[config.mk]
export PLATFORM = sky130hd
export DESIGN_NAME = roman_numeral_encoder_flat
export DESIGN_NICKNAME = d
export VERILOG_FILES = /design/src/rtl/rne_pkg.sv /design/src/rtl/rne_if.sv /design/src/rtl/roman_numeral_encoder.sv /design/src/rtl/rne_ctrl.sv /design/src/rtl/rne_datapath.sv /design/src/flat_wrapper.sv
export SDC_FILE = /design/constraint.sdc
export NUM_CORES = 1
export LEC_CHECK = 0
export ABC_AREA = 1
export BUFFER_PORTS_ARGS = -buffer_cell sky130_fd_sc_hd__buf_4
export CAP_MARGIN = 10
export CORE_MARGIN = 2
export CORE_UTILIZATION = 42
export DETAILED_ROUTE_END_ITERATION = 6
export PLACE_DENSITY = 0.7
export REMOVE_ABC_BUFFERS = 1
export SLEW_MARGIN = 20
export SYNTH_ARGS = -nofsm -noshare
export SYNTH_HDL_FRONTEND = slang
export SYNTH_SLANG_ARGS = --single-unit
[constraint.sdc]
create_clock -name clk_i -period 12.49 [get_ports clk_i]
set_input_delay 1.8735 -clock clk_i [delete_from_list [all_inputs] [get_ports clk_i]]
set_output_delay 1.8735 -clock clk_i [all_outputs]
set_load 0.03 [all_outputs]
[src/rtl/rne_pkg.sv]
// ----------------------------------------------------------------------------
// rne_pkg
// Types, constants and term tables shared by the Roman numeral encoder.
// ----------------------------------------------------------------------------
package rne_pkg;

  localparam int ValueW    = 12;
  localparam int SymbolW   = 8;
  localparam int TermCount = 13;
  localparam int TermIdxW  = $clog2(TermCount);

  localparam logic [ValueW-1:0] MaxValue = ValueW'(3999);

  localparam logic [SymbolW-1:0] ChNone = 8'h00;
  localparam logic [SymbolW-1:0] ChM    = 8'h4D;
  localparam logic [SymbolW-1:0] ChD    = 8'h44;
  localparam logic [SymbolW-1:0] ChC    = 8'h43;
  localparam logic [SymbolW-1:0] ChL    = 8'h4C;
  localparam logic [SymbolW-1:0] ChX    = 8'h58;
  localparam logic [SymbolW-1:0] ChV    = 8'h56;
  localparam logic [SymbolW-1:0] ChI    = 8'h49;

  typedef enum logic {
    StIdle,
    StEmit
  } ctrl_state_e;

  typedef struct packed {
    logic load;
    logic advance;
  } dp_cmd_t;

  typedef struct packed {
    logic last;
  } dp_status_t;

  function automatic logic [ValueW-1:0] term_weight(input logic [TermIdxW-1:0] idx);
    logic [ValueW-1:0] w;
    case (idx)
      4'd0:    w = ValueW'(1000);
      4'd1:    w = ValueW'(900);
      4'd2:    w = ValueW'(500);
      4'd3:    w = ValueW'(400);
      4'd4:    w = ValueW'(100);
      4'd5:    w = ValueW'(90);
      4'd6:    w = ValueW'(50);
      4'd7:    w = ValueW'(40);
      4'd8:    w = ValueW'(10);
      4'd9:    w = ValueW'(9);
      4'd10:   w = ValueW'(5);
      4'd11:   w = ValueW'(4);
      4'd12:   w = ValueW'(1);
      default: w = ValueW'(1);
    endcase
    return w;
  endfunction

  function automatic logic [SymbolW-1:0] term_first(input logic [TermIdxW-1:0] idx);
    logic [SymbolW-1:0] c;
    case (idx)
      4'd0:    c = ChM;
      4'd1:    c = ChC;
      4'd2:    c = ChD;
      4'd3:    c = ChC;
      4'd4:    c = ChC;
      4'd5:    c = ChX;
      4'd6:    c = ChL;
      4'd7:    c = ChX;
      4'd8:    c = ChX;
      4'd9:    c = ChI;
      4'd10:   c = ChV;
      4'd11:   c = ChI;
      4'd12:   c = ChI;
      default: c = ChI;
    endcase
    return c;
  endfunction

  function automatic logic [SymbolW-1:0] term_second(input logic [TermIdxW-1:0] idx);
    logic [SymbolW-1:0] c;
    case (idx)
      4'd1:    c = ChM;
      4'd3:    c = ChD;
      4'd5:    c = ChC;
      4'd7:    c = ChL;
      4'd9:    c = ChX;
      4'd11:   c = ChV;
      default: c = ChNone;
    endcase
    return c;
  endfunction

endpackage

[src/rtl/rne_if.sv]
// ----------------------------------------------------------------------------
// rne_if
// Valid/ready channels for integer values in and numeral letters out.
// ----------------------------------------------------------------------------
interface rne_in_if;
  logic                       valid;
  logic                       ready;
  logic [rne_pkg::ValueW-1:0] value;

  modport source (output valid, output value, input ready);
  modport sink   (input valid, input value, output ready);
endinterface

interface rne_out_if;
  logic                        valid;
  logic                        ready;
  logic [rne_pkg::SymbolW-1:0] symbol;
  logic                        last;
  logic                        error;

  modport source (output valid, output symbol, output last, output error, input ready);
  modport sink   (input valid, input symbol, input last, input error, output ready);
endinterface

[src/rtl/roman_numeral_encoder.sv]
// ----------------------------------------------------------------------------
// roman_numeral_encoder
// Converts a 12-bit integer to Roman numeral ASCII letters, one per transfer.
// The first letter is valid in the cycle after the value transfer.
// Letters go out one per cycle while the receiver is ready, 1 to 15 per value;
//   a new value is taken only once its last letter has transferred.
// Zero and out-of-range values give a single letter with error and last set.
// Reset returns the sequencer to idle at once; no clearing pass.
// ----------------------------------------------------------------------------
module roman_numeral_encoder (
  input  logic      clk_i,
  input  logic      rst_ni,
  rne_in_if.sink    val_i,
  rne_out_if.source sym_o
);
  import rne_pkg::*;

  dp_cmd_t    cmd;
  dp_status_t status;

  rne_ctrl u_ctrl (
    .clk_i       (clk_i),
    .rst_ni      (rst_ni),
    .in_valid_i  (val_i.valid),
    .in_ready_o  (val_i.ready),
    .out_valid_o (sym_o.valid),
    .out_ready_i (sym_o.ready),
    .status_i    (status),
    .cmd_o       (cmd)
  );

  rne_datapath u_datapath (
    .clk_i    (clk_i),
    .rst_ni   (rst_ni),
    .cmd_i    (cmd),
    .value_i  (val_i.value),
    .status_o (status),
    .symbol_o (sym_o.symbol),
    .last_o   (sym_o.last),
    .error_o  (sym_o.error)
  );

  a_load_then_emit: assert property (@(posedge clk_i) disable iff (!rst_ni)
    val_i.valid && val_i.ready |=> sym_o.valid)
    else $error("no letter after value transfer");

  a_no_overlap: assert property (@(posedge clk_i) disable iff (!rst_ni)
    sym_o.valid |-> !val_i.ready)
    else $error("value taken while letters pending");

  a_last_ends: assert property (@(posedge clk_i) disable iff (!rst_ni)
    sym_o.valid && sym_o.ready && sym_o.last |=> !sym_o.valid)
    else $error("letters continue after last");

  a_error_form: assert property (@(posedge clk_i) disable iff (!rst_ni)
    sym_o.valid && sym_o.error |-> sym_o.last && (sym_o.symbol == ChNone))
    else $error("malformed error result");

endmodule

[src/rtl/rne_ctrl.sv]
// ----------------------------------------------------------------------------
// rne_ctrl
// Sequencer: takes a value, then steps the datapath once per letter transfer.
// ----------------------------------------------------------------------------
module rne_ctrl (
  input  logic                clk_i,
  input  logic                rst_ni,
  input  logic                in_valid_i,
  output logic                in_ready_o,
  output logic                out_valid_o,
  input  logic                out_ready_i,
  input  rne_pkg::dp_status_t status_i,
  output rne_pkg::dp_cmd_t    cmd_o
);
  import rne_pkg::*;

  ctrl_state_e state_q, state_d;

  always_ff @(posedge clk_i or negedge rst_ni) begin
    if (!rst_ni) begin
      state_q <= StIdle;
    end else begin
      state_q <= state_d;
    end
  end

  always_comb begin
    state_d       = state_q;
    in_ready_o    = 1'b0;
    out_valid_o   = 1'b0;
    cmd_o.load    = 1'b0;
    cmd_o.advance = 1'b0;
    case (state_q)
      StIdle: begin
        in_ready_o = 1'b1;
        if (in_valid_i) begin
          cmd_o.load = 1'b1;
          state_d    = StEmit;
        end
      end
      StEmit: begin
        out_valid_o = 1'b1;
        if (out_ready_i) begin
          if (status_i.last) begin
            state_d = StIdle;
          end else begin
            cmd_o.advance = 1'b1;
          end
        end
      end
      default: begin
        state_d = StIdle;
      end
    endcase
  end

endmodule

[src/rtl/rne_datapath.sv]
// ----------------------------------------------------------------------------
// rne_datapath
// Remaining value, pending second letter and greedy term selection.
// ----------------------------------------------------------------------------
module rne_datapath (
  input  logic                        clk_i,
  input  logic                        rst_ni,
  input  rne_pkg::dp_cmd_t            cmd_i,
  input  logic [rne_pkg::ValueW-1:0]  value_i,
  output rne_pkg::dp_status_t         status_o,
  output logic [rne_pkg::SymbolW-1:0] symbol_o,
  output logic                        last_o,
  output logic                        error_o
);
  import rne_pkg::*;

  logic [ValueW-1:0]   rem_q, rem_d;
  logic [SymbolW-1:0]  pend_sym_q, pend_sym_d;
  logic                pend_q, pend_d;
  logic                err_q, err_d;
  logic [TermIdxW-1:0] sel;
  logic [ValueW-1:0]   rem_next;
  logic [SymbolW-1:0]  second;

  // pick the largest term not above the remaining value
  always_comb begin
    sel = TermIdxW'(TermCount - 1);
    for (int t = TermCount - 1; t >= 0; t--) begin
      if (rem_q >= term_weight(TermIdxW'(t))) begin
        sel = TermIdxW'(t);
      end
    end
  end

  assign rem_next = rem_q - term_weight(sel);
  assign second   = term_second(sel);

  always_comb begin
    if (err_q) begin
      symbol_o = ChNone;
      last_o   = 1'b1;
    end else if (pend_q) begin
      symbol_o = pend_sym_q;
      last_o   = (rem_q == '0);
    end else begin
      symbol_o = term_first(sel);
      last_o   = (second == ChNone) && (rem_next == '0);
    end
  end

  assign error_o       = err_q;
  assign status_o.last = last_o;

  always_comb begin
    rem_d      = rem_q;
    pend_d     = pend_q;
    pend_sym_d = pend_sym_q;
    err_d      = err_q;
    if (cmd_i.load) begin
      rem_d  = value_i;
      pend_d = 1'b0;
      err_d  = (value_i == '0) || (value_i > MaxValue);
    end else if (cmd_i.advance) begin
      if (pend_q) begin
        pend_d = 1'b0;
      end else begin
        rem_d      = rem_next;
        pend_d     = (second != ChNone);
        pend_sym_d = second;
      end
    end
  end

  always_ff @(posedge clk_i or negedge rst_ni) begin
    if (!rst_ni) begin
      pend_q <= 1'b0;
      err_q  <= 1'b0;
    end else begin
      pend_q <= pend_d;
      err_q  <= err_d;
    end
  end

  always_ff @(posedge clk_i) begin
    rem_q      <= rem_d;
    pend_sym_q <= pend_sym_d;
  end

endmodule

[src/flat_wrapper.sv]
// flat-port wrapper written by rule: the top's interface ports become plain ports
module roman_numeral_encoder_flat import rne_pkg::*;
  (clk_i, rst_ni, val_i_valid, val_i_value, val_i_ready, sym_o_valid, sym_o_symbol, sym_o_last, sym_o_error, sym_o_ready);
  rne_in_if val_i_i ();
  rne_out_if sym_o_i ();
  input  logic clk_i;
  input  logic rst_ni;
  input wire logic [$bits(val_i_i.valid)-1:0] val_i_valid;
  input wire logic [$bits(val_i_i.value)-1:0] val_i_value;
  output wire logic [$bits(val_i_i.ready)-1:0] val_i_ready;
  output wire logic [$bits(sym_o_i.valid)-1:0] sym_o_valid;
  output wire logic [$bits(sym_o_i.symbol)-1:0] sym_o_symbol;
  output wire logic [$bits(sym_o_i.last)-1:0] sym_o_last;
  output wire logic [$bits(sym_o_i.error)-1:0] sym_o_error;
  input wire logic [$bits(sym_o_i.ready)-1:0] sym_o_ready;
  assign val_i_i.valid = val_i_valid;
  assign val_i_i.value = val_i_value;
  assign val_i_ready = val_i_i.ready;
  assign sym_o_valid = sym_o_i.valid;
  assign sym_o_symbol = sym_o_i.symbol;
  assign sym_o_last = sym_o_i.last;
  assign sym_o_error = sym_o_i.error;
  assign sym_o_i.ready = sym_o_ready;
  roman_numeral_encoder u_core (.clk_i(clk_i), .rst_ni(rst_ni), .val_i(val_i_i), .sym_o(sym_o_i));
endmodule
==> out/results.txt <==
final WL: 5280 um
Max Buffers Root-to-Sink: 2
Yosys top cell area share: 0.249
setup TNS: 0 ns
WP data arrival: 4.18 ns
average cell area after synthesis: 6.84 um2
core area: 0.00504 mm2
Max-slew headroom: 0.491
final instance area: 0.00247 mm2
largest net degree at the start of global routing: 17
Antenna Violating Nets Remaining: 0
Inserted Clock Buffers: 3
status: finished clean
Commonest cells post-synth: 85 x nand2_1, 47 x inv_1, 27 x nand3_1
Post-synth EDFFs: 18
Die X: 76.0 um
DR WL/cell: 12.8 um
period utilization: 0.485
Synth area leader: edfxtp_1
DP Area: 0.00242 mm2
Max Cap Violations: 0
PostCTS Resize Cnt: 0
antenna cells: 0
met1 Track Usage GR: 0.267
Nets: 375
Final Critical Period: 6.05 ns
measured slew at the worst slew-check pin: 0.761 ns
post-synthesis cell type count: 40
hold_buf cts: 0
max incr delay on CP: 0.51 ns
crit path kind: reg2out
Top Usage Layer GRT: met2
Ys Warns: 0
final setup slack of the worst path: 6.44 ns
DIE AREA: 0.00577 mm2
maximum fanout count along the critical path: 6
vias in the first global route: 2034
DP HPWL: 4420 um
initial antenna violation count: 0
first-pass GRT wire length: 9180 um
count leader, synth: nand2_1
Most common cell on crit path: nand2_1
critical path launch point type: flip-flop
Starting Density: 0.431
Final Wtd Congestion: 0.927
routed vias/inst: 5.13
max-slew violation count: 0
htree depth: 1
CTS tree: done
asr flop ratio synth: 0.143
Req. time, crit path: 10.62 ns
max frequency: 165 MHz
RSZ-0062 raised after global routing: no
Synth Flop Type: edfxtp_1
std cell rows: 26
Root Buffer: clkbuf_8
I/O pins: 28
#FFs+latches synth: 21
PortBufs: 25
met2 usage: 0.321
final setup vio count: 0
Clock Sinks: 21
worst-skew pair later-pin latency: 0.26 ns
post-synthesis sequential area ratio: 0.283
final hold slack: 0.557 ns
synth-to-layout area growth: 13.5%
Setup Fix Bufs, Post-CTS: 0
via count: 2112
Mapped Cells: 318
Die Height: 76.0 um
HP Class: reg2reg
initial DRC count: 177
first-pass iteration count of the detailed router: 4
GR Overflow Total: 0
grt met3 use: 0.0107
share of layout cells above drive strength 1: 0.152
crit end category: primary output
Final Skew: 0.00312 ns
main area contributors after synthesis: edfxtp_1 25%, nand2_1 15%, ha_1 8.6%
Post-Place Setup Slack: 6.71 ns
DRC errors left: 0
Fin. Hold Viols: 0
mapped cell area: 0.00217 mm2
slowest CP cell: edfxtp_1
total global-route track usage: 0.194
clk slew on worst S/H paths: 0.08 ns
[stage by stage]
step | std cells | util
finish | 412 | 0.489
global route | 412 | 0.489
floorplan | 312 | -
detailed placement | 408 | 0.480
global placement | 408 | 0.480
CTS | 412 | 0.489
[path summary, 6_finish.rpt]
path | start | to | slack [ns] | cells after the start
max in group asynchronous | rst_ni | u_core.u_datapath.error_o | 11.02 | 1
setup / recovery | u_core.u_datapath.rem_q[3] | sym_o_last | 6.44 | 29
setup reg to reg | u_core.u_datapath.rem_q[3] | u_core.u_datapath.rem_q[6] | 7.99 | 28
hold reg to reg | u_core.u_datapath.error_o | u_core.u_datapath.error_o | 0.56 | 2
min in group asynchronous | rst_ni | u_core.u_datapath.pend_q | 1.38 | 1
hold / removal | u_core.u_datapath.error_o | u_core.u_datapath.error_o | 0.56 | 2
[sequential cells by signal, summed over array words and instances (netlist names)]
| name | flops |
|---|---|
| u_core.u_datapath.rem_q | 12 |
| u_core.u_datapath.pend_q | 1 |
| u_core.u_datapath.error_o | 1 |
| u_core.u_ctrl.state_q | 1 |
| u_core.u_datapath.pend_sym_q | 6 |
[layer usage]
layer,wire length [um],share of wire
met5,0,0
met2,2540,0.48
met1,2370,0.45
met4,63,0.012
met3,303,0.057
[worst max-delay path: cells and delay by family, from the launching register on]
family	cells	cell delay [ns]
and+or+nand+nor	23	2.09
adders and majority gates	3	0.95
DFF	1	0.51
buffers and inverters	2	0.25
AOI/OAI and AO/OA	1	0.13
[cell usage in the layout, fill, tap and decap left out, drive strengths merged]
cell type,count
conb,2
o211ai,1
or2,1
ha,15
nand3b,1
fa,1
a21oi,15
buf,26
dfrtp,3
nand2,89
edfxtp,18
clkinv,2
xor2,6
nor4,5
o31ai,3
o21ai,27
clkbuf,3
nand3,28
nand4,3
nor3,5
inv,51
a41oi,1
a22oi,1
nor2,28
xnor2,1
o21bai,1
a31oi,5
[logic make-up after synthesis]
family	after synthesis	synth area share
flip-flops	21	0.283
adder cells (fa/ha/maj)	16	0.0955
XOR/XNOR	7	0.0282
other	1	0.00172
buffers and inverters	59	0.109
AO/OA/AOI/OAI	54	0.146
AND/OR/NAND/NOR	160	0.337
[area by class of cell]
class / instances / area (um2)
clock inverter: 1 / 5.00
tap: 70 / 87.6
timing repair buffer: 26 / 195
sequential: 21 / 616
inverter: 52 / 196
fill: 527 / 2570
clock buffer: 3 / 41.3
multi-input combinational: 239 / 1330
Power is not shown: default switching activity piles up to over one toggle a cycle in this logic, so the estimate is an artifact.
